`src/rtl/ccsc_pkg.sv`:
```
package ccsc_pkg;

  localparam int FIELD_W          = 16;
  localparam int BOUNDS_W         = 64;
  localparam int COORD_BITS_DEF   = 16;
  localparam int NUM_BOUNDS_DEF   = 4;
  // bits of the quotient root produced by the restoring root divider
  localparam int ROOT_BITS        = 19;
  localparam int FRONT_STAGES     = 5;
  localparam int LATENCY          = FRONT_STAGES + ROOT_BITS + 1;
  localparam int SITE_W           = 2;
  localparam int CFG_INDEX_W      = 3;

  localparam logic [CFG_INDEX_W-1:0] REG_ORIGIN_X      = 3'd0;
  localparam logic [CFG_INDEX_W-1:0] REG_ORIGIN_Y      = 3'd1;
  localparam logic [CFG_INDEX_W-1:0] REG_ORIGIN_Z      = 3'd2;
  localparam logic [CFG_INDEX_W-1:0] REG_AXIS_DX       = 3'd3;
  localparam logic [CFG_INDEX_W-1:0] REG_AXIS_DY       = 3'd4;
  localparam logic [CFG_INDEX_W-1:0] REG_AXIS_DZ       = 3'd5;
  localparam logic [CFG_INDEX_W-1:0] REG_RADIUS_LIMIT  = 3'd6;
  localparam logic [CFG_INDEX_W-1:0] REG_HEIGHT_BOUNDS = 3'd7;

  localparam logic [FIELD_W-1:0] AXIS_DZ_RESET      = 16'd1024;
  localparam logic [FIELD_W-1:0] RADIUS_LIMIT_RESET = 16'd1024;

endpackage

```
`src/rtl/ccsc_classify.sv`:
```
module ccsc_classify import ccsc_pkg::*; #(
  parameter int NUM_BOUNDS = NUM_BOUNDS_DEF
) (
  input  logic                 clk,
  input  logic                 rst,
  input  logic                 in_valid,
  input  logic                 in_neg,
  input  logic [ROOT_BITS-1:0] in_hq,
  input  logic [ROOT_BITS-1:0] in_rq,
  input  logic [FIELD_W-1:0]   radius_limit,
  input  logic [BOUNDS_W-1:0]  height_bounds,
  output logic                 result_valid,
  output logic [FIELD_W-1:0]   axial_height,
  output logic [FIELD_W-1:0]   radial_dist,
  output logic [SITE_W-1:0]    site_index
);

  localparam int HW = ROOT_BITS + 1;
  localparam logic signed [HW-1:0] H_MAX = HW'(32767);
  localparam logic signed [HW-1:0] H_MIN = -HW'(32768);

  logic signed [HW-1:0] h;
  logic [SITE_W-1:0]    site;
  logic [FIELD_W-1:0]   h_sat, r_sat;

  always_comb begin
    h    = in_neg ? -$signed(HW'(in_hq)) : $signed(HW'(in_hq));
    site = '0;
    // scan from the last boundary so the first exceeded one wins
    for (int i = NUM_BOUNDS - 1; i >= 0; i--) begin
      if (h > HW'($signed(height_bounds[16*i +: 16]))) begin
        site = SITE_W'(i);
      end
    end
    if (in_rq > ROOT_BITS'(radius_limit)) begin
      site = '0;
    end
    if (h > H_MAX) begin
      h_sat = FIELD_W'(H_MAX);
    end else if (h < H_MIN) begin
      h_sat = FIELD_W'(H_MIN);
    end else begin
      h_sat = h[FIELD_W-1:0];
    end
    r_sat = (in_rq > ROOT_BITS'({FIELD_W{1'b1}})) ? {FIELD_W{1'b1}} : in_rq[FIELD_W-1:0];
  end

  always_ff @(posedge clk) begin
    if (rst) begin
      result_valid <= 1'b0;
    end else begin
      result_valid <= in_valid;
    end
    axial_height <= h_sat;
    radial_dist  <= r_sat;
    site_index   <= site;
  end

endmodule

```
`config.mk`:
```
export PLATFORM = sky130hd
export DESIGN_NAME = ccsc_classify
export DESIGN_NICKNAME = d
export VERILOG_FILES = /design/src/rtl/ccsc_pkg.sv /design/src/rtl/ccsc_classify.sv
export SDC_FILE = /design/constraint.sdc
export NUM_CORES = 1
export LEC_CHECK = 0
export ABC_AREA = 1
export CAP_MARGIN = 25
export CORE_AREA = 2 2 105 107
export CTS_CLUSTER_DIAMETER = 100
export DETAILED_ROUTE_END_ITERATION = 8
export DIE_AREA = 0 0 107 109
export DONT_BUFFER_PORTS = 1
export GPL_TIMING_DRIVEN = 0
export PLACE_DENSITY = 0.6
export SLEW_MARGIN = 20
export SYNTH_ARGS = -nofsm -noshare
export SYNTH_HDL_FRONTEND = slang
export SYNTH_SLANG_ARGS = --single-unit
export TNS_END_PERCENT = 20
```
`constraint.sdc`:
```
create_clock -name clk -period 3.2 [get_ports clk]
set_input_delay 0.64 -clock clk [delete_from_list [all_inputs] [get_ports clk]]
set_output_delay 0.64 -clock clk [all_outputs]
set_load 0.01 [all_outputs]
```
# Word-level counts from Yosys, hierarchy flattened
# Cells that the tools add are included.
[word_totals]
register_bits = 35
input_bits = 122
out_inout_bits = 35
wordCells = 21
[classes]
n_addsub = 1
magnitude_cmp = 8
muxes = 5
n_reduce_logical = 2
[ops]
columns = ["operator", "n"]
rows = [
  ["$gt 20x16->1", 4],
  ["$gt 20x16->1 const B", 1],
  ["$lt 20x16->1 const B", 1],
  ["$mux 20", 1],
  ["$neg 19->20", 1],
  ["$gt 19x16->1", 1],
  ["$gt 19x16->1 const B", 1],
  ["$mux 16", 1],
  ["$mux 2", 2],
  ["$reduce_or 3->1", 1],
  ["$reduce_or 2->1", 1],
  ["$mux 1", 1],
]

# Longest topological paths before layout
# Gate-level depths: netlist of the first run.
[depth]
depth_word = 6
mapped_depth = 22
ltp_nobuf = 22

# Worst setup path after synthesis of the first run
# No wires, ideal clock.
[synth_path]
path_kind = "input port to flip-flop"
start = "in in_hq[0]"
end = "reg site_index[0]"
setup_time_ps = 117
t_arrival_ps = 2651
required_time_ps = 3083
slack_ps = 432
stages = 20
path_cell_list = "inv_2 -> nand3_1 -> nor2_2 -> nand2_1 -> nand2_2 -> nand2_2 -> a21oi_2 -> inv_1 -> ha_1 -> nand2_1 -> nor2_1 -> nand2_1 -> nor2_1 -> nand2_1 -> nand2_1 -> nor2_1 -> nor2_1 -> nor2_1 -> nand2_1 -> a21oi_1"
[synth_between]
elab_chain_cells = 6
word_cells_on_any_way = 10
cone_classes = "add/sub (1); order compare (4); mux (4); reduce/logical (1)"
[synth_lines]
columns = ["item", "line", "rtl"]
rows = [
  ["start, declared", "ccsc_classify.sv:8", "input logic [ROOT_BITS-1:0] in_hq,"],
  ["$neg 19->20", "ccsc_classify.sv:27", "h = in_neg ? -$signed(HW'(in_hq)) : $signed(HW'(in_hq));"],
  ["$mux 20 *", "ccsc_classify.sv:27", ""],
  ["$gt 20x16->1", "ccsc_classify.sv:31", "if (h > HW'($signed(height_bounds[16*i +: 16]))) begin"],
  ["$mux 2 (2 in a row)", "ccsc_classify.sv:31", ""],
  ["$mux 1", "ccsc_classify.sv:31", ""],
  ["end signal, assigned", "ccsc_classify.sv:56", "site_index <= site;"],
  ["end, declared", "ccsc_classify.sv:15", "output logic [SITE_W-1:0] site_index"],
]
# Every way passes the cells marked *; elsewhere a longest branch is shown, timed or not.
# A chain may end at the register's enable or synchronous reset.

# Worst setup path after layout of the first run
[layout_path]
start = "in in_hq[0]"
end = "reg site_index[1]"
[layout_between]
elab_chain_cells = 5
word_cells_on_any_way = 9
cone_classes = "add/sub (1); order compare (4); mux (3); reduce/logical (1)"
[layout_lines]
columns = ["item", "line"]
rows = [
  ["$neg 19->20", "ccsc_classify.sv:27"],
  ["$mux 20 *", "ccsc_classify.sv:27"],
  ["$gt 20x16->1", "ccsc_classify.sv:31"],
  ["$mux 2 (2 in a row)", "ccsc_classify.sv:31"],
]
# Marks and branches as above.

==> results_dict.tcl, run 1 <==
set metrics [dict create \
    status "completed" \
    maxCapViolations 0 \
    slew_headroom_pct 50.03 \
    grt_max_degree 12 \
    dr.pass1.iters 4 \
    postRouteAntennaNets 0 \
    finalHoldViolations 0 \
    rows 38 \
    mostFrequentLayoutCells "nand2_1, inv_1, ha_1, nor2_1, a21oi_1" \
    worstPathRequired_ns 3.42 \
    via_per_inst 4.738 \
    critPathLaunchType "input pin" \
    cp-end-kind "register" \
    vdd_ir_drop_max_uv 157.2 \
    fmax_mhz 337.3 \
    arrival_ns 3.19 \
    hpwl_um 8994 \
    power_leakage_nw 2.589 \
    rsz0062_at_grt "no" \
    ioPinCount 157 \
    place_ws_ns -0.2860 \
    synthCells 629 \
    finalPower_w 0.001335 \
    clock-sinks 35 \
    layout_commonest_cell "nand2_1" \
    gp_congestion 0.8989 \
    critPathKind "in2reg" \
    drtIter0Drc 156 \
    cts_tree "done" \
    power_density_nw_per_um2 302.1 \
    fin_ws_ns 0.2352 \
    avgRoutedWirePerCell_um 13.10 \
    cts-root-buf "clkbuf_8" \
    tightest_slew_ns 0.7417 \
    setup_viol 0 \
    drcViolationCount 0 \
    area_growth_pct 7.035 \
    period_minus_slack_ns 2.965 \
    holdCritPathClass "in2reg" \
    start_util_pct 38.92 \
    tns_ns 0 \
    drv_slew 0 \
    die_x_um 107 \
    yosysSeqAreaShare_pct 16.98 \
    cp_max_fo 6 \
    yosys_register_bits 35 \
    grt_overflow 0 \
    die_h_um 109 \
    syn_area_sq_um 4126 \
    drive_gt1_share_pct 7.668 \
    synth_cell_types 33 \
    routed_wl_um 10210 \
    clk_path_buf_depth 2 \
    antenna_found_initial 0 \
    diodes 0 \
    finalCritPeriodShare_pct 92.65 \
    grt_pass1_wl_um 15820 \
    fill_cells 1131 \
    die-area_sq_um 11660 \
    final_nets 857 \
    grt_pass1_vias 3373 \
    core_sq_um 10600 \
    synth_fp_nets 848 \
    synth_area_per_cell_sq_um 6.560 \
    port_buffers 0 \
    yosys_warnings 0 \
    cts_buffers 5 \
    grt_usage_pct 17.31 \
    cts-htree-levels 2 \
    clkTransAtPathRegs_ns 0.07 \
    vias 3691 \
]
==> cells in the mapped netlist (all sizes together) <==
cell    number  area share [%]
nand2      175              17
inv        132              12
ha          97              29
nor2        56             5.5
a21oi       38             4.7
dfxtp       35              17
nand3       19             2.4
o21ai       17             2.1
or2         16             2.4
nand4       12             1.8
xor2        10             2.1
a21o         4            0.73
buf          3            0.67
xnor2        3            0.64
and2         2            0.30
o21a         2            0.36
a21boi       1            0.18
a31oi        1            0.15
clkbuf       1           0.091
nand3b       1            0.18
nor3         1            0.12
nor4b        1            0.21
o21bai       1            0.18
o31ai        1            0.18
==> worst paths after layout <==
check	slack, ns	startpoint	end	cells past startpoint
hold / removal	0.42	rst	result_valid	1
setup / recovery	0.24	in_hq[0]	site_index[1]	17
==> per-stage QoR <==
step                      area, sq um  util [%]  hold slack [ns]  instances
after global routing             4417     41.66           0.4025        779
after global placement           4302     40.57           0.7129        769
final                            4417     41.66           0.4195        779
after detailed placement         4302     40.57           0.7188        769
after floorplan                  4126         -           0.7112        629
after CTS                        4387     41.37           0.4101        777
==> registers in the layout (all words and copies together), names as in the netlist <==
register / flops
site_index: 2
axial_height: 16
radial_dist: 16
result_valid: 1
==> per-layer routing <==
layer  GRT usage, %  vias to the layer above  part of all wire [%]
met3          2.929                       11                   4.9
met4          4.267                        0                   1.4
li1               -                     1990                     -
met1          20.71                     1586                    44
met5              0                        -                     0
met2          32.12                      104                    50
==> cell type report <==
| cell class | instances | area, sq um | area share, % |
|---|---|---|---|
| clock inverters | 2 | 12.51 | 0.2833 |
| multi-input cells | 458 | 2914 | 65.98 |
| clock buffers | 6 | 72.57 | 1.643 |
| inverters | 132 | 495.5 | 11.22 |
| well taps | 140 | 175.2 | 3.966 |
| repair buffers | 2 | 15.01 | 0.3399 |
| plain buffers | 4 | 31.28 | 0.7082 |
| flip-flops and latches | 35 | 700.7 | 15.86 |
==> timing repair <==
action | in CTS | in global routing
resized for setup | 0 | 3
setup endpoints to repair | 0 | 2
setup buffers | 0 | 2
hold buffers | 0 | 0
==> cells by family after synthesis <==
logic type / Yosys count / synth area share (%)
flip-flops: 35 / 16.98
AO/OA/AOI/OAI: 65 / 8.551
adder cells (fa/ha/maj): 97 / 29.41
AND/OR/NAND/NOR: 283 / 29.53
buffers and inverters: 136 / 12.76
XOR/XNOR: 13 / 2.759
==> critical path: stages <==
cell and delay (ns):
inv_2 0.11, nand3_1 0.12, nor2_2 0.17, nand2_1 0.08, nand2_2 0.11, a31oi_1 0.10, xor2_1 0.58, ha_1 0.38
a21oi_1 0.15, nor2_1 0.08, nor2_1 0.15, nand2_1 0.09, o21bai_1 0.16, nand3_1 0.08, nand2_1 0.06, nand2_1 0.04
nor2_1 0.09
==> power by group <==
part,switching [W],internal [W]
registers,0.0000236,0.000462
clock network,0.000177,0.000152
logic,0.000314,0.000205
Note: power is estimated with default switching activity, not from simulation.
==> run 2: changes to the inputs <==
REMOVE_ABC_BUFFERS = 1   (was unset)
==> run 2 against run 1 <==
Total power increased by 8.8%; maximum frequency increased by 1.1%; first-iteration DRC count decreased by 42%; via count increased by 1.2%; largest cell class unchanged; largest power group unchanged.
==> results_dict.tcl, run 2 (synthesis gave the netlist of run 1 again) <==
set metrics [dict create \
    worstPathRequired_ns 3.44 \
    cts-htree-levels 2 \
    drv_slew 0 \
    power_density_nw_per_um2 327.0 \
    core_sq_um 10600 \
    slew_headroom_pct 46.41 \
    grt_overflow 0 \
    seq_area_sq_um 700.7 \
    cp_max_fo 6 \
    port_buffers 0 \
    maxCapViolations 0 \
    status "completed" \
    grt_max_degree 18 \
    routed_wl_um 10680 \
    critPathKind "in2reg" \
    rsz0062_at_grt "no" \
    hpwl_um 9213 \
    postRouteAntennaNets 0 \
    period_minus_slack_ns 2.931 \
    mostFrequentLayoutCells "nand2_1, inv_1, ha_1, nor2_1, a21oi_1" \
    critPathLaunchType "input pin" \
    top_regs "axial_height: 16 flops, radial_dist: 16 flops, site_index: 2 flops" \
    vias 3737 \
    die-area_sq_um 11660 \
    clk_path_buf_depth 2 \
    gp_congestion 0.8045 \
    grt_pass1_vias 3519 \
    arrival_ns 3.17 \
    via_per_inst 4.816 \
    die_x_um 107 \
    highest_layer "met4" \
    finalHoldViolations 0 \
    finalCritPeriodShare_pct 91.61 \
    die_h_um 109 \
    final_nets 854 \
    start_util_pct 38.92 \
    drive_gt1_share_pct 8.176 \
    holdCritPathClass "in2reg" \
    avgRoutedWirePerCell_um 13.77 \
    rows 38 \
    wl_met3_um 685 \
    finalPower_w 0.001451 \
    dp_cells 765 \
    place_ws_ns -0.3574 \
    fin_cells 776 \
    wl_met1_um 4853 \
    intPower_w 0.0009173 \
    grt_usage_pct 18.69 \
    worst_hold_slack_ns 0.4129 \
    p_comb_share_pct 35.4 \
    layout_commonest_cell "nand2_1" \
    setup_viol 0 \
    cts_tree "done" \
    area_growth_pct 7.550 \
    fill_cells 1152 \
    cts_buffers 5 \
    drcViolationCount 0 \
    clock-sinks 35 \
    p_clk_share_pct 31.1 \
    ioPinCount 157 \
    cp-end-kind "register" \
    multi_input_area_sq_um 2927 \
    route.met2.wl_um 5038 \
    fin_ws_ns 0.2686 \
    switchingPower_w 0.0005341 \
    power_leakage_nw 2.597 \
    cts-root-buf "clkbuf_8" \
    diodes 0 \
    drtIter0Drc 90 \
    tightest_slew_ns 0.7954 \
    fmax_mhz 341.1 \
    antenna_found_initial 0 \
    grt_pass1_wl_um 16880 \
    vdd_ir_drop_max_uv 166.4 \
    clkTransAtPathRegs_ns 0.09 \
    hold_buffers 0 \
    switching_share_pct 36.80 \
    dr.pass1.iters 4 \
    p_seq_share_pct 33.5 \
]
-- run 2: area by class of cell --
type	count	area share, %
multi-input combinational	458	65.94
sequential	35	15.79
inverter	132	11.16
tap	140	3.947
clock buffer	6	1.861
clock inverter	2	0.7894
timing repair buffer	3	0.5075
-- run 2: worst max-delay path: stages --
cell     delay, ns
inv_2         0.06
ha_1          0.23
nand3_2       0.12
nor2_4        0.06
buf_4         0.13
nand2_1       0.06
nand2_2       0.07
xnor2_1       0.48
ha_1          0.20
nand2_1       0.06
nor2_1        0.21
nand4_1       0.18
nor2_1        0.17
nand2_1       0.10
nand3_1       0.09
nand2_1       0.05
nand3_1       0.08
nand2_1       0.06
nor2_1        0.11
-- run 2: final timing paths --
kind | depth (start not counted) | from | slack, ns | end
hold / removal | 1 | rst | 0.41 | result_valid
setup / recovery | 19 | in_hq[0] | 0.27 | site_index[1]
-- run 2: what timing repair did --
item	in CTS	in global routing
hold endpoints to repair	0	0
pin swaps	0	2
setup buffers	0	3
resized for setup	1	6
endpoints found under the setup margin	2	2
-- run 2: power groups by stage --
stage / Clock, W / Sequential [W] / Combinational [W]
6_report: 0.000451 / 0.000486 / 0.000514
5_1_grt: 0.000486 / 0.000489 / 0.000616
4_1_cts: 0.000461 / 0.000487 / 0.000516
3_5_place_dp: 0 / 0.000497 / 0.000512
3_3_place_gp: 0 / 0.000496 / 0.000490
2_1_floorplan: 0 / 0.000492 / 0.000396
-- run 2: routing by layer --
| layer | track usage (%) | up-vias |
|---|---|---|
| met1 | 22.84 | 1647 |
| li1 | - | 1981 |
| met5 | 0 | - |
| met3 | 4.423 | 6 |
| met4 | 3.896 | 0 |
| met2 | 33.48 | 103 |
-- run 2: stage by stage --
stage	utilization (%)	setup TNS (ns)	cell area (sq um)
final	41.86	0	4438
after CTS	41.46	0	4395
after global routing	41.86	0	4438
after detailed placement	40.28	-0.6961	4270
after floorplan	-	0	4095
after global placement	40.28	-0.6650	4270
==> run 3: changes to the inputs <==
CORE_AREA = 2 2 129 131   (was 2 2 105 107)
CTS_CLUSTER_SIZE = 8   (was unset)
DIE_AREA = 0 0 131 133   (was 0 0 107 109)
PLACE_DENSITY = 0.45   (was 0.6)
clock period = 2.8 ns   (was 3.2 ns; I/O delays follow)
==> run 3 against run 2 <==
Worst hold slack worse by 0.068 ns; first-iteration DRC count up 5.6%; combinational power up 26%; total power up 31%; critical path type unchanged; highest routed layer unchanged.
==> results_dict.tcl, run 3 (synthesis gave the netlist of run 1 again) <==
set metrics [dict create \
    status "completed" \
    vias 3827 \
    cp-end-kind "register" \
    die-area_sq_um 17420 \
    critPathLaunchType "input pin" \
    grt_overflow 0 \
    max_stage_delay_ns 0.30 \
    dr.pass1.iters 4 \
    core_sq_um 16170 \
    highest_layer "met4" \
    final_nets 857 \
    hpwl_um 10600 \
    intPower_w 0.001227 \
    grt_pass1_wl_um 19070 \
    drv_slew 0 \
    place_area_sq_um 4370 \
    diodes 0 \
    port_buffers 0 \
    top_regs "axial_height: 16 flops, radial_dist: 16 flops, site_index: 2 flops" \
    tns_ns 0 \
    die_h_um 133 \
    p_seq_share_pct 29.5 \
    switching_share_pct 35.25 \
    tightest_slew_ns 0.8289 \
    finalPower_w 0.001895 \
    power_density_nw_per_um2 389.7 \
    p_comb_share_pct 34.2 \
    switchingPower_w 0.0006680 \
    avgRoutedWirePerCell_um 14.32 \
    wl_met3_um 957 \
    worstHoldPathCells 1 \
    grt_usage_pct 14.28 \
    vdd_ir_drop_max_uv 191.1 \
    clk_path_buf_depth 2 \
    mostFrequentLayoutCells "nand2_1, inv_1, ha_1, nor2_1" \
    grt_pass1_vias 4024 \
    cp_max_fo 6 \
    critPathKind "in2reg" \
    rows 47 \
    wl_met1_um 5042 \
    maxCapViolations 0 \
    worstPathRequired_ns 3.03 \
    drtIter0Drc 95 \
    slew_headroom_pct 44.16 \
    cts_tree "done" \
    p_clk_share_pct 36.4 \
    power_leakage_nw 2.670 \
    clock-sinks 35 \
    fmax_mhz 386.9 \
    route.met2.wl_um 5998 \
    finalCritPeriodShare_pct 92.31 \
    gp_congestion 0.8115 \
    ioPinCount 157 \
    grt_max_degree 18 \
    cts-root-buf "clkbuf_16" \
    setup_viol 0 \
    cts_buffers 5 \
    die_x_um 131 \
    cpMostUsedCell "nand2_1" \
    arrival_ns 2.82 \
    drive_gt1_share_pct 14.71 \
    area_growth_pct 17.83 \
    via_per_inst 4.455 \
    cp-startpoint "in_hq[0]" \
    postRouteAntennaNets 0 \
    cts-htree-levels 2 \
    period_minus_slack_ns 2.585 \
    holdCritPathClass "in2reg" \
    antenna_found_initial 0 \
    layout_commonest_cell "nand2_1" \
    finalHoldViolations 0 \
    routed_wl_um 12300 \
    path_cells "inv_6, ha_4, nand3_4, nor2_4, buf_4, nand2_1, nand2_2, nand2_1, nand2_2, nand2_4, ha_1, nand2_2, nor2_2, nand2_1, nand3_1, nor2_2, nand2_2, o21bai_1, nand3_1, nand2_1, nand2_1, nor2_1" \
    clkTransAtPathRegs_ns 0.07 \
    slowest_stage "ha_1" \
    design_area_sq_um 4862 \
    min_to "result_valid" \
    drcViolationCount 0 \
    hold_path.startpoint "rst" \
    start_util_pct 25.52 \
]
[run 3: cell types whose count changed in the layout (fill, tap and decap cells not counted), moves of 4 or more]
cell       before  now
ha_1           96   92
clkbuf_8        6    1
nor2_2          6   14
xor2_1          9    5
ha_4            1    5
nand2_2         8   18
nor2_1         49   37
clkbuf_16       0    5
nand2_1       166  154
nor2_4          1    5
[run 3: final cells by class]
class / count / area [sq um]
Clock inverter: 2 / 35.03
Clock buffer: 6 / 138.9
Inverter: 132 / 503.0
Multi-Input combinational cell: 458 / 3164
Fill cell: 1775 / 11310
Tap cell: 220 / 275.3
Sequential cell: 35 / 700.7
Timing Repair Buffer: 6 / 45.04
[run 3: worst max path at each step]
stage | slack [ns] | cells after the start | endpoint
final | 0.22 | 22 | site_index[1]
after global routing | -0.009 | 20 | site_index[1]
after CTS | 0.04 | 20 | site_index[0]
after detailed placement | -0.49 | 20 | site_index[0]
after global placement | -0.47 | 20 | site_index[0]
after floorplan | 0.11 | 20 | site_index[0]
[run 3: power by group through the flow]
stage	sequential (W)	clock, W	combinational [W]
floorplan	0.000563	0	0.000452
global placement	0.000570	0	0.000570
detailed placement	0.000570	0	0.000597
CTS	0.000559	0.000719	0.000612
global route	0.000562	0.000739	0.000765
finish	0.000558	0.000690	0.000647
[run 3: per-layer routing]
metal  global-route usage [%]  vias up
li1                         -     1989
met2                    25.65      125
met3                    3.235       16
met1                    16.33     1697
met4                    5.024        0
met5                        0        -
[run 3: what timing repair did]
action | CTS | global route
setup buffers | 2 | 4
gates resized for setup | 13 | 48
pin swaps | 3 | 16
hold buffers | 0 | 0
endpoints found under the setup margin | 2 | 2
[run 3: per-stage QoR]
step / worst slack (ns) / hold WS [ns] / cells / utilization (%)
global placement: -0.4734 / 0.6332 / 845 / 27.03
CTS: 0.03799 / 0.3348 / 855 / 28.58
finish: 0.2154 / 0.3453 / 859 / 30.07
global route: -0.009374 / 0.3337 / 859 / 30.07
floorplan: 0.1120 / 0.6312 / 625 / -
detailed placement: -0.4923 / 0.6372 / 845 / 27.03
[run 3: critical path: cells and delay by family]
family,cells,cell delay (ns)
AOI/OAI and AO/OA,1,0.14
and+or+nand+nor,17,1.44
buffers and inverters,2,0.20
adders and majority gates,2,0.45
