<file path="src/rtl/ccsc_pkg.sv">
package ccsc_pkg;

  localparam int FIELD_W          = 16;
  localparam int BOUNDS_W         = 64;
  localparam int COORD_BITS_DEF   = 16;
  localparam int NUM_BOUNDS_DEF   = 4;
  // bits of the quotient root produced by the restoring root divider
  localparam int ROOT_BITS        = 19;
  localparam int FRONT_STAGES     = 5;
  localparam int LATENCY          = FRONT_STAGES + ROOT_BITS + 1;
  localparam int SITE_W           = 2;
  localparam int CFG_INDEX_W      = 3;

  localparam logic [CFG_INDEX_W-1:0] REG_ORIGIN_X      = 3'd0;
  localparam logic [CFG_INDEX_W-1:0] REG_ORIGIN_Y      = 3'd1;
  localparam logic [CFG_INDEX_W-1:0] REG_ORIGIN_Z      = 3'd2;
  localparam logic [CFG_INDEX_W-1:0] REG_AXIS_DX       = 3'd3;
  localparam logic [CFG_INDEX_W-1:0] REG_AXIS_DY       = 3'd4;
  localparam logic [CFG_INDEX_W-1:0] REG_AXIS_DZ       = 3'd5;
  localparam logic [CFG_INDEX_W-1:0] REG_RADIUS_LIMIT  = 3'd6;
  localparam logic [CFG_INDEX_W-1:0] REG_HEIGHT_BOUNDS = 3'd7;

  localparam logic [FIELD_W-1:0] AXIS_DZ_RESET      = 16'd1024;
  localparam logic [FIELD_W-1:0] RADIUS_LIMIT_RESET = 16'd1024;

endpackage

</file>
<file path="src/rtl/ccsc_root_stage.sv">
module ccsc_root_stage import ccsc_pkg::*; #(
  parameter int NW  = 70,
  parameter int DW  = 33,
  parameter int SW  = 73,
  parameter int BIT = 0
) (
  input  logic                 clk,
  input  logic                 rst,
  input  logic                 in_valid,
  input  logic                 in_neg,
  input  logic [NW-1:0]        in_hnum,
  input  logic [NW-1:0]        in_rnum,
  input  logic [DW-1:0]        in_den,
  input  logic [ROOT_BITS-1:0] in_hq,
  input  logic [SW-1:0]        in_hs,
  input  logic [SW-1:0]        in_hm,
  input  logic [ROOT_BITS-1:0] in_rq,
  input  logic [SW-1:0]        in_rs,
  input  logic [SW-1:0]        in_rm,
  output logic                 out_valid,
  output logic                 out_neg,
  output logic [NW-1:0]        out_hnum,
  output logic [NW-1:0]        out_rnum,
  output logic [DW-1:0]        out_den,
  output logic [ROOT_BITS-1:0] out_hq,
  output logic [SW-1:0]        out_hs,
  output logic [SW-1:0]        out_hm,
  output logic [ROOT_BITS-1:0] out_rq,
  output logic [SW-1:0]        out_rs,
  output logic [SW-1:0]        out_rm
);

  // try q + 2^BIT: (q+2^b)^2*den = s + 2^(b+1)*q*den + 2^(2b)*den
  logic [SW-1:0] den_sq, den_lin, ht, rt;
  logic          hok, rok;
  always_comb begin
    den_sq  = SW'(in_den) << (2 * BIT);
    den_lin = SW'(in_den) << BIT;
    ht      = in_hs + (in_hm << (BIT + 1)) + den_sq;
    rt      = in_rs + (in_rm << (BIT + 1)) + den_sq;
    hok     = ht <= SW'(in_hnum);
    rok     = rt <= SW'(in_rnum);
  end

  always_ff @(posedge clk) begin
    if (rst) begin
      out_valid <= 1'b0;
    end else begin
      out_valid <= in_valid;
    end
    out_neg  <= in_neg;
    out_hnum <= in_hnum;
    out_rnum <= in_rnum;
    out_den  <= in_den;
    out_hq   <= hok ? (in_hq | (ROOT_BITS'(1) << BIT)) : in_hq;
    out_hs   <= hok ? ht : in_hs;
    out_hm   <= hok ? (in_hm + den_lin) : in_hm;
    out_rq   <= rok ? (in_rq | (ROOT_BITS'(1) << BIT)) : in_rq;
    out_rs   <= rok ? rt : in_rs;
    out_rm   <= rok ? (in_rm + den_lin) : in_rm;
  end

endmodule

</file>
<file path="config.mk">
export PLATFORM = sky130hd
export DESIGN_NAME = ccsc_root_stage
export DESIGN_NICKNAME = d
export VERILOG_FILES = /design/src/rtl/ccsc_pkg.sv /design/src/rtl/ccsc_root_stage.sv
export SDC_FILE = /design/constraint.sdc
export NUM_CORES = 1
export LEC_CHECK = 0
export ABC_AREA = 0
export ABC_CLOCK_PERIOD_IN_PS = 6300
export BUFFER_PORTS_ARGS = -buffer_cell sky130_fd_sc_hd__buf_2
export CAP_MARGIN = 20
export CORE_AREA = 5 5 390 392
export DETAILED_ROUTE_END_ITERATION = 7
export DIE_AREA = 0 0 395 397
export GPL_ROUTABILITY_DRIVEN = 0
export PLACE_DENSITY = 0.42
export SLEW_MARGIN = 40
export SYNTH_ARGS = -nofsm -noshare
export SYNTH_HDL_FRONTEND = slang
export SYNTH_SLANG_ARGS = --single-unit
</file>
<file path="constraint.sdc">
create_clock -name clk -period 6.3 [get_ports clk]
set_input_delay 0 -clock clk [delete_from_list [all_inputs] [get_ports clk]]
set_output_delay 0 -clock clk [all_outputs]
set_load 0.03 [all_outputs]
</file>
After elaboration in Yosys (flattened, before gate mapping)

Cells that the tools add are included.
Widths: inputs -> output; s select.

$lt $le $gt $ge: 2
Mux-type cells: 4
Add/sub/neg operators: 6

Operator list:

| cell           | count |
|---|---|
| $add 73x33->73 | 4 |
| $mux 73        | 4 |
| $add 73x73->73 | 2 |
| $le 73x70->1   | 2 |

Word-level logic and storage cells: 25
Bits in registers: 505

Depth between registers and ports, before layout

Gate-level depths: netlist of run 1.

Word-level depth: 4
Mapped depth: 27
Gate-level depth less buffers: 25

Worst setup path before layout of run 1

OpenSTA, ideal clock, no wires.

Path kind: input -> register
From: input in_den[2]
To: register out_hm[10]
Setup slack: 0.585 ns
Path buffers: 2
Library setup time: 0.121 ns
Stages: 25
Arrival time: 5.595 ns
Cell sequence: fa_1 > ha_1 > a211oi_1 > o211ai_1 > o2111a_1 > o21ai_0 > or3b_2 > a21oi_1 > o31ai_1 > a21oi_1 > o21ai_0 > xor2_1 > ha_1 > nand3_1 > nor3_1 > nand2_1 > or4_1 > or4_1 > mux2i_1 > a31oi_1 > inv_1 > o2111a_1 > buf_2 > buf_2 > mux2_2

Longest elaborated chain between the ends: 3

RTL lines:

| element                | line                  | source |
|---|---|---|
| start: declaration     | ccsc_root_stage.sv:13 | `input logic [DW-1:0] in_den,` |
| $add 73x33->73         | ccsc_root_stage.sv:39 | `ht = in_hs + (in_hm << (BIT + 1)) + den_sq;` |
| $le 73x70->1           | ccsc_root_stage.sv:41 | `hok = ht <= SW'(in_hnum);` |
| $mux 73 *              | ccsc_root_stage.sv:57 | `out_hm <= hok ? (in_hm + den_lin) : in_hm;` |
| end signal: assignment | ccsc_root_stage.sv:57 |  |
| end: declaration       | ccsc_root_stage.sv:27 | `output logic [SW-1:0] out_hm,` |

Mark *: on every way between the ends. The rest lies on a longest branch, timed or not.
A chain may end at the register's enable or synchronous reset.

Final worst setup path of run 1

From: input in_den[1]
To: register out_hm[23]

The elaborated chain is that of the path after synthesis.

==> key figures, run 1 <==
Status
  – Outcome: finished with violations
  – Failing checks: hold timing

Critical path
  – Worst-path fanout max: 16
  – Slowest stage delay, CP: approximately 0.60 ns
  – CP required: 6.85 ns
  – CP endpoint kind: flop
  – Cell mode on critical path: buf_4
  – CP max-delay cell: or4_4
  – Signal arrival time at the worst endpoint: 6.73 ns
  – Setup CP Type: in2reg
  – Crit path launch type: primary input

Drt
  – DRC viols: 0
  – Detailed Routing Iterations Pass 1: 7
  – DRT antenna net count: 0
  – WL final: 187.7 mm
  – Iter 0 DRT Violations: roughly 1800
  – Via-to-Cell Ratio: 4.612
  – Vias: 35648
  – Drt wl/cell: roughly 24 um

STA
  – Final Cycle Share: 98.13%
  – Final Hold Fails: 5
  – Setup ws final: between 0.1 and 0.15 ns
  – Slew margin rel.: 46.41%
  – Maximum clock frequency: approximately 160 MHz
  – Fin crit period: 6.182 ns
  – Final setup viols: 0
  – WHS: -0.4198 ns
  – Slew @ Worst Pin: 0.8021 ns
  – Final Slew Violations: 0

Final layout
  – Footprint of the multi-input gates: ~21000 um^2
  – Area Growth Syn to Fin: 66.50%
  – Final Cell Area: 53560 um^2
  – Fillers: about 15000
  – Sequential cell area: 10110 um^2
  – Total Nets Final: ~6700
  – Share of post-route cells with drive strength above 1: about a third

Power
  – Comb power frac: 47.8%
  – LEAKAGE: ~25 nW
  – PwrDens: between 200 and 300 nW/um^2
  – Sw power: 5.981 mW
  – Peak supply drop: 0.0001834 V
  – Clock Power Share: 27.9%
  – Switching share of power: 39.54%
  – Internal Pwr Total: 9.145 mW
  – Flop pwr share: 24.3%
  – Power Total: 15.13 mW

GRT
  – Initial antenna violation count: 41
  – Total track usage: 22.86%
  – First-pass GRT wire length: 262.6 mm
  – Total grt overflow: 0
  – Number of global-route vias before repair: 37930
  – Largest net degree at the start of global routing: between 40 and 50

Yosys
  – Cell taking the most area after synthesis: dfxtp_1
  – Synthesized area per cell: 9.346 um^2
  – Synth Warn #: 0
  – Post-synth net total: 4445
  – Register area share after synthesis: 31.43%
  – Largest cells by area after synthesis: dfxtp_1 (31%), ha_1 (17%), mux2_2 (6.0%), xnor2_1 (5.4%), a21oi_1 (4.7%)
  – Seq cells post-synth: 505
  – FFs w/ async S/R, synth: 0%
  – Synthesized area: 32170 um^2
  – Synth top area share: 31.43%
  – Unique masters post-synth: 82
  – Synthesized instance count: 3442
  – Top_reg_cell synth: dfxtp_1
  – Number of synthesized flops with an enable pin: 0

Clock tree
  – CTS buffer count: 68
  – Root Buffer: clkbuf_16
  – CTS tree: built
  – CTS Buffer Depth: 3
  – Clk slew on worst S/H paths: roughly 0.070 ns
  – Clock sink total: 505
  – H-tree Lvls: 3
  – Hold buffers post-CTS: 662

Placed design
  – Post-DP Area: approximately 44000 um^2
  – DP HPWL: 157.7 mm
  – PortBufs: 1011
  – DP Worst Slack: -1.354 ns

Die
  – Top-Level Pins: around 1000
  – Initial Util: 21.66%
  – Row cnt: roughly 140
  – Core area: 148500 um^2
  – Chip height: 397 um
  – Die footprint: 156800 um^2
  – Die X: 395 um

Run
  – Max Cap Violations: 0

Worst hold path
  – Worst min path class: in2reg
## final cells by class
class	instances	share of cell area [%]
inverter	208	1.458
antenna	15	0.07008
sequential	505	18.87
multi-input combinational	2633	39.37
tap	1944	4.541
clock inverter	34	0.9998
timing repair buffer	2306	31.24
clock buffer	85	3.448
## layer usage
| layer | part of all wire, % | global-route usage, % |
|---|---|---|
| met1 | 37 | 23.75 |
| met2 | 52 | 43.65 |
| met3 | 5.7 | 5.162 |
| met4 | 5.1 | 10.17 |
| met5 | 0.073 | 0 |
## stage by stage
| stage | TNS (ns) | std cells | util, % | hold WS [ns] |
|---|---|---|---|---|
| final | 0 | 7730 | 36.06 | -0.4198 |
| after global routing | -1.094 | 7724 | 36.05 | -0.4600 |
| after floorplan | 0 | 3442 | - | 0.02772 |
| after CTS | 0 | 7701 | 35.76 | -0.5142 |
| after detailed placement | -252.96 | 6920 | 29.67 | 0.1036 |
| after global placement | -243.15 | 6920 | 29.66 | 0.1021 |
## cell families (layout without fill, tap and decap cells)
| kind of cell | after synthesis | in the layout | synth area share, % |
|---|---|---|---|
| adder cells (fa/ha/maj) | 496 | 496 | 20.88 |
| buffers and inverters | 304 | 2633 | 3.780 |
| multiplexers | 196 | 196 | 7.086 |
| other | 0 | 15 | 0 |
| AO/OA/AOI/OAI | 843 | 843 | 16.52 |
| AND/OR/NAND/NOR | 829 | 829 | 12.92 |
| flip-flops | 505 | 505 | 31.43 |
| XOR/XNOR | 269 | 269 | 7.382 |
## state kept, by name, indices dropped and copies added, names as in the netlist
| signal | count |
|---|---|
| out_hm | 73 |
| out_hs | 73 |
| out_rm | 73 |
| out_rs | 73 |
| out_hnum | 70 |
| out_rnum | 70 |
| out_den | 33 |
| out_hq | 19 |
| out_rq | 19 |
| out_neg | 1 |
| out_valid | 1 |
## synth_stat cells, types with 7 or more instances
| master | n |
|---|---|
| o31ai_1 | 18 |
| or3_1 | 18 |
| nand4_1 | 112 |
| and3_1 | 43 |
| nor2_1 | 174 |
| mux2_2 | 172 |
| nor4_1 | 17 |
| inv_1 | 208 |
| o211ai_1 | 17 |
| or4_1 | 9 |
| nand2_1 | 206 |
| a211o_1 | 7 |
| nand3_1 | 97 |
| and4_1 | 16 |
| a221oi_1 | 9 |
| a31oi_1 | 23 |
| and2_1 | 23 |
| xor2_1 | 70 |
| a21o_1 | 98 |
| a31o_2 | 7 |
| o21bai_1 | 44 |
| o21ai_0 | 171 |
| dfxtp_1 | 505 |
| fa_1 | 68 |
| ha_1 | 428 |
| a211oi_1 | 32 |
| nand2b_1 | 22 |
| buf_2 | 33 |
| a41oi_1 | 9 |
| nor3_1 | 44 |
| o21a_1 | 31 |
| nor2b_1 | 27 |
| a21oi_1 | 300 |
| clkbuf_1 | 58 |
| mux2_4 | 20 |
| xnor2_1 | 198 |
## repair_timing
item                                   4_1_cts  5_1_grt
setup endpoints to repair                  147      287
gates cloned                                 0        4
pin swaps                                    1       10
endpoints found under the hold margin      505        5
gates resized for setup                     13       34
buffers inserted                             0       10
## power groups by stage
stage	Combinational [mW]	Clock, mW	Sequential (mW)
after floorplan	2.82	0	4.48
after global placement	6.76	0	3.74
after detailed placement	6.77	0	3.74
after CTS	7.15	4.37	3.68
after global routing	7.75	4.46	3.71
final	7.23	4.22	3.68
## worst max-delay path, delay by kind of cell
kind / cells / cell delay [ns]
AOI/OAI and AO/OA: 10 / 1.88
xor gates and xnor gates: 1 / 0.18
adders and majority gates: 3 / 1.06
buffers and inverters: 7 / 1.04
muxes: 2 / 0.51
and+or+nand+nor: 6 / 2.01
## cells in the final DEF (no fill, tap or decap), drive strengths merged, types with 97 or more instances in the layout
cell and n:
a21o 98, a21oi 301, buf 1640, dfxtp 505
dlygate4sd3 662, ha 428, inv 214, mux2 194
nand2 206, nand3 97, nand4 112, nor2 175
o21ai 175, xnor2 199
## path summary, 6_finish.rpt
path,from,to,depth (start not counted)
setup / recovery,in_den[1],out_hm[23],29
hold / removal,in_hs[0],out_hs[0],2
Power figures use the tool's default switching activity.
==> run 2: changes to the inputs <==
==> constraint.sdc (replaced) <==
create_clock -name clk -period 6.3 [get_ports clk]
set_input_delay 0.945 -clock clk [delete_from_list [all_inputs] [get_ports clk]]
set_output_delay 0.945 -clock clk [all_outputs]
set_load 0.03 [all_outputs]
==> run 2 against run 1 <==
The flow finishes with violations (setup timing); utilization decreased by 0.88 points; flip-flop and latch count unchanged; global-route usage decreased by 0.77 points; clock power increased by 3%; die area unchanged; critical path depth increased by 2; first-iteration DRC count decreased by 6.4%; wire length decreased by 2.8%; fmax decreased by 7.3%; combinational power increased by 9.5%; critical endpoint is now out_hs[38]; sequential share of layout area increased by 0.47 points.
==> key figures, run 2 (synthesis gave the netlist of run 1 again) <==
Drt
  – Wl on met1: 64.30 mm (-6.8%)
  – DRT antenna net count: 0 (unchanged)
  – Drt wl/cell: 24.70 um (+1.7%)
  – WL met2: 97.54 mm (-0.75%)
  – Met3 wire length: 12.56 mm (+17%)
  – Detailed Routing Iterations Pass 1: 5 (-2)
  – Via-to-Cell Ratio: 4.606 (-0.13%)
  – Top Layer Used: met5
  – DRC viols: 0 (unchanged)
  – WL final: 182.4 mm (-2.8%)
  – Iter 0 DRT Violations: 1665 (-6.4%)
  – Vias: 34003 (-4.6%)

STA
  – Final Slew Violations: 0 (unchanged)
  – Setup TNS: -43.89 ns (-43.89 ns)
  – Final setup viols: 227 (+227)
  – Final Hold Fails: 0 (-5)
  – Slew @ Worst Pin: 0.7437 ns (-0.05840 ns)
  – Maximum clock frequency: 149.9 MHz (-7.3%)
  – Setup ws final: -0.3700 ns (-0.4877 ns)
  – Final Cycle Share: 105.9% (+7.7 points)
  – Fin crit period: 6.670 ns (+0.4877 ns)
  – RSZ-0062 raised after global routing: true
  – Slew margin rel.: 50.42% (+4.0 points)

Critical path
  – Signal arrival time at the worst endpoint: 7.21 ns (+0.48 ns)
  – Buffers & Inverters on Critical Path: 9 (+2)
  – Critical Path Source: in_hm[0]
  – Setup CP Type: in2reg
  – CP required: 6.84 ns (about the same)
  – Cell mode on critical path: buf_4
  – CP max-delay cell: fa_2
  – Worst-path fanout max: 20 (+4)
  – Crit path launch type: primary input
  – CP endpoint kind: flop
  – Family with the most delay on the worst path: compound AO/OA/AOI/OAI gates
  – Slowest stage delay, CP: 0.58 ns (-0.02 ns)

Placed design
  – PortBufs: 1011 (unchanged)
  – Inst Count DP: 7124 (+2.9%)
  – DP HPWL: 155.6 mm (-1.4%)

GRT
  – Initial antenna violation count: 74 (+80%)
  – Number of global-route vias before repair: 35458 (-6.5%)
  – Total track usage: 22.09% (-0.77 points)
  – Largest net degree at the start of global routing: 21 (-49%)
  – Total grt overflow: 0 (unchanged)
  – First-pass GRT wire length: 250.6 mm (-4.6%)

Clock tree
  – CTS buffer count: 71 (+4.4%)
  – CTS Buffer Depth: 3 (unchanged)
  – Hold buffers post-CTS: 0 (-100%)
  – Root Buffer: clkbuf_16
  – CTS tree: built
  – H-tree Lvls: 3 (unchanged)
  – Clock sink total: 505 (unchanged)
  – Clk slew on worst S/H paths: 0.06 ns (about the same)

Power
  – Switching share of power: 39.31% (-0.23 points)
  – PwrDens: 305.4 nW/um^2 (+8.1%)
  – LEAKAGE: 25.10 nW (-0.98%)
  – Sw power: 6.272 mW (+4.9%)
  – Flop pwr share: 23.2% (-1.1 points)
  – Comb power frac: 49.6% (+1.8 points)
  – Peak supply drop: 0.0002114 V (+15%)
  – Internal Pwr Total: 9.685 mW (+5.9%)
  – Clock Power Share: 27.2% (-0.7 points)

Die
  – Chip height: 397 um (unchanged)
  – Die X: 395 um (unchanged)
  – Core area: 148500 um^2 (unchanged)
  – Row cnt: 142 (unchanged)
  – Top-Level Pins: 1012 (unchanged)
  – Initial Util: 21.66% (unchanged)
  – Die footprint: 156800 um^2 (unchanged)

Final layout
  – Share of post-route cells with drive strength above 1: 46.17% (+11 points)
  – Total Nets Final: 6365 (-5.4%)
  – Leading cell type in the layout, fill and taps excluded: buf_2
  – Final non-filler cell total: 7383 (-4.5%)
  – Commonest non-fill, non-tap cells in the layout: buf_2 (995), buf_4 (833), dfxtp_1 (505)
  – Area Growth Syn to Fin: 62.42%

Worst hold path
  – Hold Crit Depth: 1 (-1)
  – Hold_sp: in_rq[13]
  – Worst min path class: in2reg
  – Worst Hold Path EP: out_rq[13]

Run
  – Max Cap Violations: 0 (unchanged)

Status
  – Failing checks: setup timing
  – Outcome: finished with violations
## run 2: cell types whose count changed in the layout (fill, tap and decap cells not counted), moves of 16 or more
| cell | delta |
|---|---|
| dlygate4sd3_1 | -662 |
| buf_4 | +222 |
| mux2_4 | +124 |
| mux2_2 | -122 |
| ha_1 | -33 |
| buf_6 | +32 |
| ha_4 | +30 |
| buf_12 | +27 |
| buf_16 | +23 |
| xnor2_1 | -23 |
| xnor2_2 | +22 |
| nand3_1 | -21 |
| buf_2 | -16 |
## run 2: how the worst max path moves through the flow
stage | endpoint | slack, ns | depth (start not counted)
2_1_floorplan | out_hm[10] | 0.0008 | 25
3_3_place_gp | out_rm[59] | -1.70 | 31
3_5_place_dp | out_rm[59] | -1.63 | 31
4_1_cts | out_hm[25] | -0.31 | 33
5_1_grt | out_hs[38] | -0.56 | 30
6_report | out_hs[38] | -0.37 | 31
## run 2: power groups by stage
stage	Combinational [mW]	Sequential [mW]	Clock, mW
2_1_floorplan	2.86	4.48	0
3_3_place_gp	6.92	3.78	0
3_5_place_dp	6.93	3.77	0
4_1_cts	7.76	3.71	4.48
5_1_grt	8.48	3.73	4.62
6_report	7.92	3.70	4.34
## run 2: stage by stage
step                      total power [mW]  cell area (um^2)  hold slack [ns]  util, %  worst slack (ns)
after global routing                 16.83             52200           0.3087    35.14           -0.5641
after global placement               10.70             45860            1.047    30.87            -1.705
after CTS                            15.95             51240           0.2933    34.50           -0.3064
after detailed placement             10.70             45880            1.049    30.89            -1.630
after floorplan                      7.338             32320           0.9727        -         0.0008451
final                                15.96             52250           0.3699    35.18           -0.3700
## run 2: per-layer routing
| metal | GRT usage, % | up-vias |
|---|---|---|
| met3 | 6.165 | 321 |
| met2 | 43.30 | 1065 |
| li1 | - | 16341 |
| met1 | 22.12 | 16226 |
| met5 | 0 | - |
| met4 | 7.784 | 50 |
## run 2: cell type report
cell class,instances,area [um^2]
clock buffer,80,1891
fill,15482,96280
sequential,505,10110
inverter,208,780.7
multi-input combinational,2633,22970
clock inverter,48,631.9
tap,1944,2432
antenna,22,55.05
timing repair buffer,1943,13380
## run 2: timing repair
| action | 4_1_cts | 5_1_grt |
|---|---|---|
| pin swaps | 105 | 91 |
| endpoints found under the hold margin | 0 | 0 |
| cloned | 24 | 3 |
| gates resized for setup | 316 | 173 |
| setup endpoints to repair | 294 | 294 |
| buffers inserted | 72 | 28 |
==> run 3: changes to the inputs <==
--- a/config.mk
+++ b/config.mk
@@ -7,13 +7,14 @@
 export LEC_CHECK = 0
 export ABC_AREA = 0
 export ABC_CLOCK_PERIOD_IN_PS = 6300
-export BUFFER_PORTS_ARGS = -buffer_cell sky130_fd_sc_hd__buf_2
 export CAP_MARGIN = 20
-export CORE_AREA = 5 5 390 392
+export CORE_AREA = 5 5 389 391
 export DETAILED_ROUTE_END_ITERATION = 7
-export DIE_AREA = 0 0 395 397
+export DIE_AREA = 0 0 394 396
+export DONT_BUFFER_PORTS = 1
 export GPL_ROUTABILITY_DRIVEN = 0
-export PLACE_DENSITY = 0.42
+export PLACE_DENSITY = 0.36
+export SETUP_SLACK_MARGIN = 0.3
 export SLEW_MARGIN = 40
 export SYNTH_ARGS = -nofsm -noshare
 export SYNTH_HDL_FRONTEND = slang
==> run 3 against run 2 <==
The run still ends with setup timing left; wire length down 5.8%; fmax down 0.15%; critical endpoint is now out_rs[34]; via count down 14%; count of clock-buffer cells in the layout up 10; setup slack worse by 0.010 ns; sequential share of layout area up 2.8 points; cell count down 17%; sequential power up 25%; total power down 6.1%; clock power down 8.5%; utilization down 4.2 points; critical path depth down 1.
==> key figures, run 3 (synthesis gave the netlist of run 1 again) <==
Clock tree
  – CTS Buffer Depth: 3 (unchanged)
  – CTS tree: built
  – Hold buffers post-CTS: 0 (unchanged)
  – Clock sink total: 505 (unchanged)
  – Root Buffer: clkbuf_16
  – CTS buffer count: 66 (-7.0%)
  – Clk slew on worst S/H paths: 0.07 ns (about the same)
  – H-tree Lvls: 3 (unchanged)

STA
  – Slew margin rel.: 35.99% (-14 points)
  – Slew @ Worst Pin: 0.9601 ns (+0.2164 ns)
  – RSZ-0062 raised after global routing: true
  – Fin crit period: 6.680 ns (+0.01030 ns)
  – Final Cycle Share: 106.0% (+0.16 points)
  – Final Slew Violations: 0 (unchanged)
  – Final Hold Fails: 0 (unchanged)
  – Setup ws final: -0.3803 ns (-0.01030 ns)
  – Maximum clock frequency: 149.7 MHz (-0.15%)
  – Final setup viols: 289 (+27%)

GRT
  – Number of global-route vias before repair: 31058 (-12%)
  – Total track usage: 21.03% (-1.1 points)
  – Largest net degree at the start of global routing: 21 (unchanged)
  – Total grt overflow: 0 (unchanged)
  – First-pass GRT wire length: 237.2 mm (-5.3%)
  – Initial antenna violation count: 9 (-88%)

Drt
  – Drt wl/cell: 27.91 um (+13%)
  – Iter 0 DRT Violations: 1286 (-23%)
  – Vias: 29197 (-14%)
  – WL final: 171.8 mm (-5.8%)
  – Via-to-Cell Ratio: 4.744 (+3.0%)
  – DRC viols: 0 (unchanged)
  – DRT antenna net count: 0 (unchanged)
  – Detailed Routing Iterations Pass 1: 5 (unchanged)

Critical path
  – Setup CP Type: in2reg
  – Worst-path fanout max: 6 (-70%)
  – CP max-delay cell: fa_2
  – Cell mode on critical path: buf_12
  – CP required: 6.85 ns (about the same)
  – Signal arrival time at the worst endpoint: 7.23 ns (+0.02 ns)
  – Slowest stage delay, CP: 0.50 ns (-0.08 ns)
  – CP endpoint kind: flop
  – Crit path launch type: primary input

Placed design
  – DP HPWL: 145.7 mm (-6.3%)
  – DP Worst Slack: -2.148 ns (-0.5186 ns)
  – Inst Count DP: 5909 (-17%)
  – PortBufs: 0 (-100%)
  – Post-DP Area: 39490 um^2 (-14%)

Die
  – Top-Level Pins: 1012 (unchanged)
  – Die footprint: 156000 um^2 (-0.50%)
  – Initial Util: 21.86% (+0.21 points)
  – Die X: 394 um (-0.25%)
  – Core area: 147100 um^2 (-0.94%)
  – Chip height: 396 um (-0.25%)
  – Row cnt: 141 (-0.70%)

Final layout
  – Sequential cell area: 10110 um^2 (unchanged)
  – Leading cell type in the layout, fill and taps excluded: buf_4
  – Area Growth Syn to Fin: 41.69%
  – Share of post-route cells with drive strength above 1: 30.15% (-16 points)
  – Final non-filler cell total: 6155 (-17%)
  – Total Nets Final: 5170 (-19%)
  – Commonest non-fill, non-tap cells in the layout: buf_4 (624), dfxtp_1 (505), ha_1 (407)
  – Final Cell Area: 45580 um^2 (-13%)
  – Fillers: 15568 (+0.56%)
  – Footprint of the multi-input gates: 22930 um^2 (-0.16%)

Power
  – LEAKAGE: 20.29 nW (-19%)
  – Peak supply drop: 0.0002301 V (+8.8%)
  – PwrDens: 328.6 nW/um^2 (+7.6%)

Status
  – Failing checks: setup timing
  – Outcome: finished with violations

Run
  – Max Cap Violations: 0 (unchanged)

Worst hold path
  – Worst min path class: in2reg
run 3: changes by cell type in the layout (fill, tap and decap cells not counted), moves of 11 or more:
cell	change
buf_2	-995
buf_4	-209
mux2_2	-30
mux2_4	+30
diode_2	-16
ha_1	+15
nand3_1	-14
ha_4	-13
clkbuf_1	+11
run 3: cell type report:
class | instances | area share (%)
Timing Repair Buffer | 753 | 15.51
Sequential cell | 505 | 22.18
Clock inverter | 30 | 0.8317
Clock buffer | 90 | 4.134
Multi-Input combinational cell | 2633 | 50.30
Inverter | 208 | 1.713
Tap cell | 1930 | 5.298
Antenna cell | 6 | 0.03294
run 3: worst max-delay path, delay by kind of cell:
kind,cells,cell delay (ns)
compound gates,7,1.43
buf+inv,8,1.12
mux,2,0.51
fa+ha+maj,3,1.07
simple gates,10,2.12
run 3: stage by stage:
step	TNS (ns)	power (mW)	hold WS [ns]	utilization, %
after CTS	-34.70	14.88	0.2099	30.04
after floorplan	0	7.421	0.9727	-
after detailed placement	-458.94	10.06	0.9728	26.84
after global placement	-472.31	10.09	0.9728	26.83
after global routing	-122.06	15.80	0.2337	30.98
final	-71.18	14.98	0.2814	30.98
run 3: power by group:
part / switching (mW) / internal (mW) / total [mW]
registers: 1.06 / 3.57 / 4.63
clock network: 1.70 / 2.27 / 3.97
logic: 3.13 / 3.25 / 6.38
total: 5.88 / 9.10 / 15.0
run 3: path summary, 6_finish.rpt:
kind / slack [ns] / startpoint / to / cells past startpoint
min: 0.28 / in_rnum[16] / out_rnum[16] / 0
max: -0.38 / in_den[32] / out_rs[34] / 30
run 3: repair_timing:
| item | CTS | global route |
|---|---|---|
| gates resized for setup | 283 | 176 |
| buffers inserted | 60 | 33 |
| cloned | 22 | 5 |
| pin swaps | 61 | 86 |
| setup endpoints to repair | 294 | 294 |
run 3: per-layer routing:
layer  track usage [%]  up-vias  wire length (um)
met2             42.00      860             94230
li1                  -    13915                 -
met5                 0        -                11
met3             5.709      199             11230
met1             21.03    14221             60970
met4             6.167        2              5369
